**config.mk**
```make
export PLATFORM = sky130hd
export DESIGN_NAME = alarm_clock_controller
export DESIGN_NICKNAME = d
export VERILOG_FILES = /design/src/rtl/acc_pkg.sv /design/src/rtl/alarm_clock_controller.sv
export SDC_FILE = /design/constraint.sdc
export NUM_CORES = 1
export LEC_CHECK = 0
export ABC_CLOCK_PERIOD_IN_PS = 4400
export BUFFER_PORTS_ARGS = -buffer_cell sky130_fd_sc_hd__buf_2
export CORE_UTILIZATION = 62
export CTS_BUF_LIST = sky130_fd_sc_hd__clkbuf_4
export DETAILED_ROUTE_END_ITERATION = 16
export GPL_TIMING_DRIVEN = 1
export PLACE_DENSITY = 0.84
export SETUP_SLACK_MARGIN = 0.3
export SKIP_LAST_GASP = 1
export SLEW_MARGIN = 20
export SYNTH_ARGS = -nofsm -noshare
export SYNTH_HDL_FRONTEND = slang
export SYNTH_SLANG_ARGS = --single-unit
```
**constraint.sdc**
```tcl
create_clock -name clk -period 4.4 [get_ports clk]
set_input_delay 0.88 -clock clk [delete_from_list [all_inputs] [get_ports clk]]
set_output_delay 0.88 -clock clk [all_outputs]
set_load 0.02 [all_outputs]
```
**src/rtl/acc_pkg.sv**
```systemverilog
// ----------------------------------------------------------------------------
// Alarm clock controller package
// Codes, limits and field layout shared by the controller and its checker.
// ----------------------------------------------------------------------------
`default_nettype none

package acc_pkg;

    // Item kind on the input side
    localparam logic CMD_TICK = 1'b0;
    localparam logic CMD_KEY  = 1'b1;

    // Key codes
    localparam logic [2:0] KEY_UP    = 3'd0;
    localparam logic [2:0] KEY_DOWN  = 3'd1;
    localparam logic [2:0] KEY_LEFT  = 3'd2;
    localparam logic [2:0] KEY_RIGHT = 3'd3;
    localparam logic [2:0] KEY_OK    = 3'd4;
    localparam logic [2:0] KEY_BACK  = 3'd5;

    // Press kinds
    localparam logic [2:0] PRESS_SHORT  = 3'd2;
    localparam logic [2:0] PRESS_LONG   = 3'd3;
    localparam logic [2:0] PRESS_REPEAT = 3'd4;

    // Screens and the extra display code used while ringing
    typedef enum logic [1:0] {
        SCR_CLOCK  = 2'd0,
        SCR_MENU   = 2'd1,
        SCR_PICKER = 2'd2
    } screen_t;

    localparam logic [1:0] DISP_RINGING = 2'd3;

    // Picker fields
    localparam logic [1:0] FLD_HOUR     = 2'd0;
    localparam logic [1:0] FLD_MINUTE   = 2'd1;
    localparam logic [1:0] FLD_MERIDIAN = 2'd2;

    // Limits
    localparam logic [6:0] BRIGHT_MAX   = 7'd100;
    localparam logic [6:0] BRIGHT_STEP  = 7'd5;
    localparam logic [4:0] HOUR_MAX     = 5'd23;
    localparam logic [4:0] HALF_DAY     = 5'd12;
    localparam logic [4:0] HALF_DAY_MAX = 5'd11;
    localparam logic [5:0] MINUTE_MAX   = 6'd59;

    // Reset values
    localparam logic [4:0] ALARM_HOUR_RST = 5'd7;

    // Bus widths
    localparam int IN_DATA_W  = 24;
    localparam int OUT_DATA_W = 32;

    // Result item bit positions
    localparam int OUT_BRIGHT_LSB = 5;
    localparam int OUT_CURSOR_LSB = 25;
    localparam int OUT_EXIT_BIT   = 27;

endpackage

`default_nettype wire

```
**src/rtl/alarm_clock_controller.sv**
```systemverilog
// ----------------------------------------------------------------------------
// Alarm clock controller
// Clock face, alarm menu and alarm time picker control with alarm ringing.
// ----------------------------------------------------------------------------
// Takes one item per clock cycle while the output side keeps up, and returns
// one result item for each; an accepted item passes through the input
// register and then the result register. All state updates for an item
// happen in the single pass between those two registers, so the next item
// sees them at once. The input side stalls only while the result register is
// still held by the downstream side. The configuration write port is always
// ready; write it only while no item is in flight.
`default_nettype none

module alarm_clock_controller (
    input  wire logic                            clk,
    input  wire logic                            rst_n,
    // configuration: twelve_hour_mode
    input  wire logic                            cfg_valid,
    output logic                                 cfg_ready,
    input  wire logic                            cfg_data,
    // input items
    input  wire logic                            s_axis_tvalid,
    output logic                                 s_axis_tready,
    // [4:0] now_hour, [10:5] now_minute, [13:11] key_code,
    // [16:14] press_kind, [23:17] zero
    input  wire logic [acc_pkg::IN_DATA_W-1:0]   s_axis_tdata,
    // [0] command
    input  wire logic                            s_axis_tuser,
    // result items
    output logic                                 m_axis_tvalid,
    input  wire logic                            m_axis_tready,
    // [1:0] display_mode, [2] flash_on, [3] play_melody, [4] colon_on,
    // [11:5] brightness_level, [12] nightlight_on, [13] alarm_armed,
    // [18:14] shown_hour, [24:19] shown_minute, [26:25] cursor,
    // [27] exit_request, [28] save_request, [31:29] zero
    output logic [acc_pkg::OUT_DATA_W-1:0]       m_axis_tdata
);

    // ------------------------------------------------------------------
    // Handshake control
    // ------------------------------------------------------------------
    logic in_valid_reg, in_valid_next;
    logic out_valid_reg, out_valid_next;
    logic advance;
    logic s_fire;

    assign advance       = in_valid_reg && (!out_valid_reg || m_axis_tready);
    assign s_axis_tready = !in_valid_reg || advance;
    assign s_fire        = s_axis_tvalid && s_axis_tready;
    assign cfg_ready     = 1'b1;

    always_comb
    begin
        in_valid_next = in_valid_reg;
        if (s_fire)
        begin
            in_valid_next = 1'b1;
        end
        else if (advance)
        begin
            in_valid_next = 1'b0;
        end
    end

    always_comb
    begin
        out_valid_next = out_valid_reg;
        if (advance)
        begin
            out_valid_next = 1'b1;
        end
        else if (m_axis_tready)
        begin
            out_valid_next = 1'b0;
        end
    end

    // ------------------------------------------------------------------
    // Input register (payload, no reset)
    // ------------------------------------------------------------------
    logic       in_command_reg;
    logic [4:0] in_hour_reg;
    logic [5:0] in_minute_reg;
    logic [2:0] in_key_reg;
    logic [2:0] in_kind_reg;

    always_ff @(posedge clk)
    begin
        if (s_fire)
        begin
            in_command_reg <= s_axis_tuser;
            in_hour_reg    <= s_axis_tdata[4:0];
            in_minute_reg  <= s_axis_tdata[10:5];
            in_key_reg     <= s_axis_tdata[13:11];
            in_kind_reg    <= s_axis_tdata[16:14];
        end
    end

    // ------------------------------------------------------------------
    // Controller state
    // ------------------------------------------------------------------
    logic             twelve_hour_reg;
    acc_pkg::screen_t screen_reg, screen_next;
    logic             ringing_reg, ringing_next;
    logic             flash_reg, flash_next;
    logic             fired_reg, fired_next;
    logic             melody_reg, melody_next;
    logic             colon_reg, colon_next;
    logic [4:0]       cur_hour_reg, cur_hour_next;
    logic [5:0]       cur_minute_reg, cur_minute_next;
    logic             alarm_en_reg, alarm_en_next;
    logic [4:0]       alarm_hour_reg, alarm_hour_next;
    logic [5:0]       alarm_minute_reg, alarm_minute_next;
    logic [4:0]       edit_hour_reg, edit_hour_next;
    logic [5:0]       edit_minute_reg, edit_minute_next;
    logic [1:0]       edit_field_reg, edit_field_next;
    logic             menu_row_reg, menu_row_next;
    logic [6:0]       bright_reg, bright_next;
    logic             night_reg, night_next;

    // Per-item pulses
    logic melody_pulse;
    logic exit_pulse;
    logic save_pulse;

    // ------------------------------------------------------------------
    // Picker arithmetic on the edit hour and minute
    // ------------------------------------------------------------------
    logic       hour_pm;
    logic [4:0] hour_base;
    logic [4:0] base_up;
    logic [4:0] base_dn;
    logic [4:0] hour12_up;
    logic [4:0] hour12_dn;
    logic [4:0] hour24_up;
    logic [4:0] hour24_dn;
    logic [4:0] hour_flip;
    logic [5:0] minute_up;
    logic [5:0] minute_dn;
    logic [1:0] last_field;

    always_comb
    begin
        hour_pm   = (edit_hour_reg >= acc_pkg::HALF_DAY);
        hour_base = hour_pm ? (edit_hour_reg - acc_pkg::HALF_DAY) : edit_hour_reg;
        base_up   = (hour_base == acc_pkg::HALF_DAY_MAX) ? 5'd0 : (hour_base + 5'd1);
        base_dn   = (hour_base == 5'd0) ? acc_pkg::HALF_DAY_MAX : (hour_base - 5'd1);
        hour12_up = hour_pm ? (base_up + acc_pkg::HALF_DAY) : base_up;
        hour12_dn = hour_pm ? (base_dn + acc_pkg::HALF_DAY) : base_dn;
        hour24_up = (edit_hour_reg == acc_pkg::HOUR_MAX) ? 5'd0 : (edit_hour_reg + 5'd1);
        hour24_dn = (edit_hour_reg == 5'd0) ? acc_pkg::HOUR_MAX : (edit_hour_reg - 5'd1);
        // meridian flip keeps the 12-hour value
        hour_flip = hour_pm ? hour_base : (hour_base + acc_pkg::HALF_DAY);
        minute_up = (edit_minute_reg == acc_pkg::MINUTE_MAX) ? 6'd0
                                                             : (edit_minute_reg + 6'd1);
        minute_dn = (edit_minute_reg == 6'd0) ? acc_pkg::MINUTE_MAX
                                              : (edit_minute_reg - 6'd1);
        last_field = twelve_hour_reg ? acc_pkg::FLD_MERIDIAN : acc_pkg::FLD_MINUTE;
    end

    // ------------------------------------------------------------------
    // Next state
    // ------------------------------------------------------------------
    logic tick_match;
    logic picker_step;
    logic up_down;

    assign tick_match = (in_hour_reg == alarm_hour_reg) && (in_minute_reg == alarm_minute_reg);
    assign up_down    = (in_key_reg == acc_pkg::KEY_UP) || (in_key_reg == acc_pkg::KEY_DOWN);
    assign picker_step = (screen_reg == acc_pkg::SCR_PICKER)
                         && ((in_kind_reg == acc_pkg::PRESS_SHORT)
                             || ((in_kind_reg == acc_pkg::PRESS_REPEAT) && up_down));

    always_comb
    begin
        screen_next       = screen_reg;
        ringing_next      = ringing_reg;
        flash_next        = flash_reg;
        fired_next        = fired_reg;
        melody_next       = melody_reg;
        colon_next        = colon_reg;
        cur_hour_next     = cur_hour_reg;
        cur_minute_next   = cur_minute_reg;
        alarm_en_next     = alarm_en_reg;
        alarm_hour_next   = alarm_hour_reg;
        alarm_minute_next = alarm_minute_reg;
        edit_hour_next    = edit_hour_reg;
        edit_minute_next  = edit_minute_reg;
        edit_field_next   = edit_field_reg;
        menu_row_next     = menu_row_reg;
        bright_next       = bright_reg;
        night_next        = night_reg;
        melody_pulse      = 1'b0;
        exit_pulse        = 1'b0;
        save_pulse        = 1'b0;

        if (advance)
        begin
            if (in_command_reg == acc_pkg::CMD_TICK)
            begin
                // latch time, toggle colon, check alarm
                cur_hour_next   = in_hour_reg;
                cur_minute_next = in_minute_reg;
                colon_next      = !colon_reg;
                if (!alarm_en_reg || !tick_match)
                begin
                    fired_next = 1'b0;
                end
                else if (!fired_reg && !ringing_reg)
                begin
                    ringing_next = 1'b1;
                    fired_next   = 1'b1;
                    flash_next   = 1'b1;
                    melody_next  = 1'b0;
                end
                if (ringing_next)
                begin
                    flash_next   = !flash_next;
                    melody_pulse = !melody_next;
                    melody_next  = !melody_next;
                end
            end
            else if (ringing_reg)
            begin
                // any short or long press silences
                if ((in_kind_reg == acc_pkg::PRESS_SHORT) ||
                    (in_kind_reg == acc_pkg::PRESS_LONG))
                begin
                    ringing_next = 1'b0;
                end
            end
            else if (picker_step)
            begin
                case (in_key_reg)
                    acc_pkg::KEY_UP,
                    acc_pkg::KEY_DOWN:
                    begin
                        case (edit_field_reg)
                            acc_pkg::FLD_HOUR:
                            begin
                                if (twelve_hour_reg)
                                begin
                                    edit_hour_next = (in_key_reg == acc_pkg::KEY_UP)
                                                     ? hour12_up : hour12_dn;
                                end
                                else
                                begin
                                    edit_hour_next = (in_key_reg == acc_pkg::KEY_UP)
                                                     ? hour24_up : hour24_dn;
                                end
                            end
                            acc_pkg::FLD_MINUTE:
                            begin
                                edit_minute_next = (in_key_reg == acc_pkg::KEY_UP)
                                                   ? minute_up : minute_dn;
                            end
                            default:
                            begin
                                edit_hour_next = hour_flip;
                            end
                        endcase
                    end
                    acc_pkg::KEY_LEFT:
                    begin
                        if (edit_field_reg != acc_pkg::FLD_HOUR)
                        begin
                            edit_field_next = edit_field_reg - 2'd1;
                        end
                    end
                    acc_pkg::KEY_RIGHT:
                    begin
                        if (edit_field_reg < last_field)
                        begin
                            edit_field_next = edit_field_reg + 2'd1;
                        end
                    end
                    acc_pkg::KEY_OK,
                    acc_pkg::KEY_BACK:
                    begin
                        alarm_hour_next   = edit_hour_reg;
                        alarm_minute_next = edit_minute_reg;
                        save_pulse        = 1'b1;
                        screen_next       = acc_pkg::SCR_MENU;
                    end
                    default:
                    begin
                    end
                endcase
            end
            else if (in_kind_reg == acc_pkg::PRESS_SHORT)
            begin
                if (screen_reg == acc_pkg::SCR_MENU)
                begin
                    // alarm menu
                    case (in_key_reg)
                        acc_pkg::KEY_UP,
                        acc_pkg::KEY_DOWN:
                        begin
                            menu_row_next = !menu_row_reg;
                        end
                        acc_pkg::KEY_LEFT,
                        acc_pkg::KEY_RIGHT:
                        begin
                            if (!menu_row_reg)
                            begin
                                alarm_en_next = !alarm_en_reg;
                                save_pulse    = 1'b1;
                            end
                        end
                        acc_pkg::KEY_OK:
                        begin
                            if (!menu_row_reg)
                            begin
                                alarm_en_next = !alarm_en_reg;
                                save_pulse    = 1'b1;
                            end
                            else
                            begin
                                edit_hour_next   = alarm_hour_reg;
                                edit_minute_next = alarm_minute_reg;
                                edit_field_next  = acc_pkg::FLD_HOUR;
                                screen_next      = acc_pkg::SCR_PICKER;
                            end
                        end
                        acc_pkg::KEY_BACK:
                        begin
                            screen_next = acc_pkg::SCR_CLOCK;
                        end
                        default:
                        begin
                        end
                    endcase
                end
                else
                begin
                    // clock screen
                    case (in_key_reg)
                        acc_pkg::KEY_BACK:
                        begin
                            exit_pulse = 1'b1;
                        end
                        acc_pkg::KEY_UP:
                        begin
                            if (bright_reg < acc_pkg::BRIGHT_MAX)
                            begin
                                night_next = 1'b0;
                                if (bright_reg > (acc_pkg::BRIGHT_MAX - acc_pkg::BRIGHT_STEP))
                                begin
                                    bright_next = acc_pkg::BRIGHT_MAX;
                                end
                                else
                                begin
                                    bright_next = bright_reg + acc_pkg::BRIGHT_STEP;
                                end
                            end
                        end
                        acc_pkg::KEY_DOWN:
                        begin
                            if (bright_reg == 7'd0)
                            begin
                                night_next = !night_reg;
                            end
                            else if (bright_reg > acc_pkg::BRIGHT_STEP)
                            begin
                                bright_next = bright_reg - acc_pkg::BRIGHT_STEP;
                            end
                            else
                            begin
                                bright_next = 7'd0;
                                night_next  = 1'b1;
                            end
                        end
                        acc_pkg::KEY_RIGHT:
                        begin
                            menu_row_next = 1'b0;
                            screen_next   = acc_pkg::SCR_MENU;
                        end
                        default:
                        begin
                        end
                    endcase
                end
            end
        end
    end

    // ------------------------------------------------------------------
    // Result fields from the updated state
    // ------------------------------------------------------------------
    logic [1:0] res_mode;
    logic       res_flash;
    logic [4:0] res_hour;
    logic [5:0] res_minute;
    logic [1:0] res_cursor;
    logic [acc_pkg::OUT_DATA_W-1:0] out_data_reg, out_data_next;

    always_comb
    begin
        res_mode   = ringing_next ? acc_pkg::DISP_RINGING : screen_next;
        res_flash  = ringing_next && flash_next;
        res_hour   = cur_hour_next;
        res_minute = cur_minute_next;
        res_cursor = 2'd0;
        if (!ringing_next)
        begin
            case (screen_next)
                acc_pkg::SCR_MENU:
                begin
                    res_hour   = alarm_hour_next;
                    res_minute = alarm_minute_next;
                    res_cursor = {1'b0, menu_row_next};
                end
                acc_pkg::SCR_PICKER:
                begin
                    res_hour   = edit_hour_next;
                    res_minute = edit_minute_next;
                    res_cursor = edit_field_next;
                end
                default:
                begin
                end
            endcase
        end
        out_data_next = {3'b000, save_pulse, exit_pulse, res_cursor, res_minute, res_hour,
                         alarm_en_next, night_next, bright_next, colon_next,
                         melody_pulse, res_flash, res_mode};
    end

    // ------------------------------------------------------------------
    // Result register (payload, no reset)
    // ------------------------------------------------------------------
    always_ff @(posedge clk)
    begin
        if (advance)
        begin
            out_data_reg <= out_data_next;
        end
    end

    assign m_axis_tvalid = out_valid_reg;
    assign m_axis_tdata  = out_data_reg;

    // ------------------------------------------------------------------
    // Control and state registers
    // ------------------------------------------------------------------
    always_ff @(posedge clk or negedge rst_n)
    begin
        if (!rst_n)
        begin
            in_valid_reg     <= 1'b0;
            out_valid_reg    <= 1'b0;
            twelve_hour_reg  <= 1'b0;
            screen_reg       <= acc_pkg::SCR_CLOCK;
            ringing_reg      <= 1'b0;
            flash_reg        <= 1'b0;
            fired_reg        <= 1'b0;
            melody_reg       <= 1'b0;
            colon_reg        <= 1'b1;
            cur_hour_reg     <= 5'd0;
            cur_minute_reg   <= 6'd0;
            alarm_en_reg     <= 1'b0;
            alarm_hour_reg   <= acc_pkg::ALARM_HOUR_RST;
            alarm_minute_reg <= 6'd0;
            edit_hour_reg    <= 5'd0;
            edit_minute_reg  <= 6'd0;
            edit_field_reg   <= acc_pkg::FLD_HOUR;
            menu_row_reg     <= 1'b0;
            bright_reg       <= acc_pkg::BRIGHT_MAX;
            night_reg        <= 1'b0;
        end
        else
        begin
            in_valid_reg     <= in_valid_next;
            out_valid_reg    <= out_valid_next;
            if (cfg_valid && cfg_ready)
            begin
                twelve_hour_reg <= cfg_data;
            end
            screen_reg       <= screen_next;
            ringing_reg      <= ringing_next;
            flash_reg        <= flash_next;
            fired_reg        <= fired_next;
            melody_reg       <= melody_next;
            colon_reg        <= colon_next;
            cur_hour_reg     <= cur_hour_next;
            cur_minute_reg   <= cur_minute_next;
            alarm_en_reg     <= alarm_en_next;
            alarm_hour_reg   <= alarm_hour_next;
            alarm_minute_reg <= alarm_minute_next;
            edit_hour_reg    <= edit_hour_next;
            edit_minute_reg  <= edit_minute_next;
            edit_field_reg   <= edit_field_next;
            menu_row_reg     <= menu_row_next;
            bright_reg       <= bright_next;
            night_reg        <= night_next;
        end
    end

endmodule

`default_nettype wire

```
==> flow_metrics.tcl <==
set metrics [dict create \
    grt_pass1_vias 4679 \
    dr.first_iter.drc_count 345 \
    synth_seq_cells 102 \
    cp-start-kind "flop" \
    cts_sinks 102 \
    rows 36 \
    die_x_um 103.4 \
    cts_setup_buffers 0 \
    max_clock_freq_mhz 261.1 \
    grt_pass1_wl_um 23610 \
    place_congestion 0.9567 \
    io_pins 66 \
    insertion_delay_ns 0.46 \
    powerDensity_mw_per_mm2 306.1 \
    wire_per_inst_um 17.96 \
    tightest_slew_ns 0.8552 \
    final_max_slew_viol_count 0 \
    slew_headroom 0.4298 \
    nNetsFinal 749 \
    yosys-top-cells-count "72 x nand2_1, 48 x dfrtp_1, 48 x nor2_1" \
    synth_edf_count 47 \
    drv_cap 0 \
    layout_setup_ws_ns 0.5706 \
    drive_above_1_share 0.1755 \
    ctsHtreeMaxLevel 3 \
    hold_class "in2async" \
    netlist_area_mm2 0.006369 \
    stdcell_count 834 \
    period_share 0.8703 \
    num_vias 5190 \
    avgSynthCellArea_um2 9.620 \
    cts_made_buffers 9 \
    post-place-ws_ns 0.4092 \
    yosysUniqueCellTypes 93 \
    core_mm2 0.009864 \
    diodes 0 \
    grt_antenna_before_repair 0 \
    cts_tree "yes" \
    overflow 0 \
    final_antenna_net_count 0 \
    required_ns 4.61 \
    timing.hold.ws_ns 0.3638 \
    wl_um 14980 \
    cts-root-buf "clkbuf_4" \
    clk_pin_slew_ns 0.16 \
    endpoint_kind "flop" \
    finalHoldViolations 0 \
    fin_skew_ns 0.02254 \
    dp_hpwl_um 10840 \
    initial_core_util 0.6456 \
    rsz0062_at_grt "no" \
    yosysMostFrequentCell "nand2_1" \
    p_leak_uw 0.002751 \
    period_minus_slack_ns 3.829 \
    ctsHoldBuffers 0 \
    fin_setup_tns_ns 0 \
    portBuffers 54 \
    synth_top_area_cell "edfxtp_1" \
    critPathMaxFanout 17 \
    syn_to_final_growth_pct 7.249 \
    yosysSeqAreaShare 0.4391 \
    yosys.area.top_type_share 0.2216 \
    clk_path_buf_depth 2 \
    largest_register_ffs 29 \
    dp_cells 818 \
    drc 0 \
    syn_inst 662 \
    status "finished, final reports clean" \
    path_class "reg2reg" \
    dieArea_mm2 0.01068 \
    synth_area_leaders "edfxtp_1 22%, dfrtp_1 19%, ha_1 4.3%, nand2_1 4.2%, o21ai_0 3.0%" \
    via_per_inst 6.223 \
    dr.pass1.iters 6 \
    grt.total_usage 0.2944 \
    yosys_warnings 0 \
    synth_ff_type "dfrtp_1" \
    async_reset_ff_frac 0.5392 \
    grt_max_degree 38 \
    ir_worst_vdd_mv 0.2895 \
    worstPathArrival_ns 4.04 \
    fp.dieH_um 103.4 \
    setup_viol 0 \
]
layer usage:
metal	wire length [µm]	GRT usage	up-vias
li1	-	-	2490
met1	6389	0.4004	2475
met2	7445	0.4896	209
met3	951	0.04503	16
met4	190	0.08884	0
met5	0	0	-
path summary, 6_finish.rpt:
check	from	end	slack (ns)	depth (start not counted)
max	edit_hour_reg[3]	m_axis_tdata[17]	0.57	14
min	rst_n	twelve_hour_reg	0.36	1
max reg2reg	edit_hour_reg[3]	m_axis_tdata[17]	0.57	14
min reg2reg	flash_reg	flash_reg	0.48	1
max in group asynchronous	rst_n	colon_reg	3.14	2
min in group clk	flash_reg	flash_reg	0.48	1
report_power, final:
part           internal [µW]  switching (µW)
clock network            174             311
logic                    142             272
registers               1120            68.2
total                   1440             651
timing repair:
action                     in CTS  in global routing
hold endpoints to repair        0                  0
resized for setup               0                  3
setup endpoints to repair       0                  3
worst max-delay path, stage by stage (launching register included):
cell	delay, ns
dfrtp_1	0.64
ha_2	0.51
and2_1	0.23
nor2_1	0.09
a21oi_1	0.21
nand2_1	0.08
o211ai_1	0.11
o21ai_0	0.13
ha_1	0.31
o22ai_1	0.07
a2111oi_1	0.53
o31ai_1	0.12
nor3b_2	0.18
a22oi_1	0.28
a21oi_2	0.10
cell families after synthesis:
logic type / after synthesis / share of synthesized area
multiplexers: 19 / 0.03242
other: 2 / 0.001179
XOR/XNOR: 24 / 0.03301
adder cells (fa/ha/maj): 22 / 0.04322
AND/OR/NAND/NOR: 225 / 0.1861
flip-flops: 102 / 0.4391
AO/OA/AOI/OAI: 192 / 0.2100
buffers and inverters: 76 / 0.05501
metrics by stage:
step,cell area (µm²),power [µW],utilization
4_1_cts,6820,2100,0.6914
5_1_grt,6830,2194,0.6924
2_1_floorplan,6376,1492,-
3_3_place_gp,6680,1606,0.6772
3_5_place_dp,6680,1625,0.6772
6_report,6830,2091,0.6924
placed cells by master, fill, tap and decap left out, types with 4 or more instances in the layout:
| master | count |
|---|---|
| o21a_1 | 5 |
| o21ai_0 | 38 |
| or3_1 | 6 |
| nand4_1 | 4 |
| edfxtp_1 | 47 |
| dfrtp_1 | 47 |
| o31ai_1 | 7 |
| nor2b_1 | 13 |
| nand2_1 | 72 |
| o211ai_1 | 7 |
| nor2_1 | 48 |
| o21ai_1 | 11 |
| a211oi_1 | 6 |
| xor2_1 | 4 |
| clkbuf_4 | 9 |
| and2_1 | 5 |
| dfstp_2 | 7 |
| xnor2_1 | 20 |
| o22ai_1 | 9 |
| conb_1 | 4 |
| buf_2 | 54 |
| nand3_1 | 12 |
| ha_1 | 21 |
| a311oi_1 | 4 |
| a31oi_1 | 7 |
| nand2b_1 | 13 |
| buf_4 | 14 |
| o32ai_1 | 4 |
| o221ai_1 | 5 |
| mux2i_1 | 6 |
| a21oi_1 | 35 |
| a22oi_1 | 8 |
| mux2_2 | 5 |
| a211oi_2 | 4 |
| nor3_1 | 16 |
| inv_1 | 28 |
| mux2_1 | 8 |
cell type report:
cell class / count / area (µm²)
repair buffers: 68 / 375.4
inverters: 29 / 108.9
flip-flops and latches: 102 / 2798
fillers: 769 / 3034
clock inverters: 7 / 72.57
clock buffers: 9 / 67.56
well taps: 133 / 166.4
multi-input cells: 486 / 3242
(Power assumes the default switching activity.)
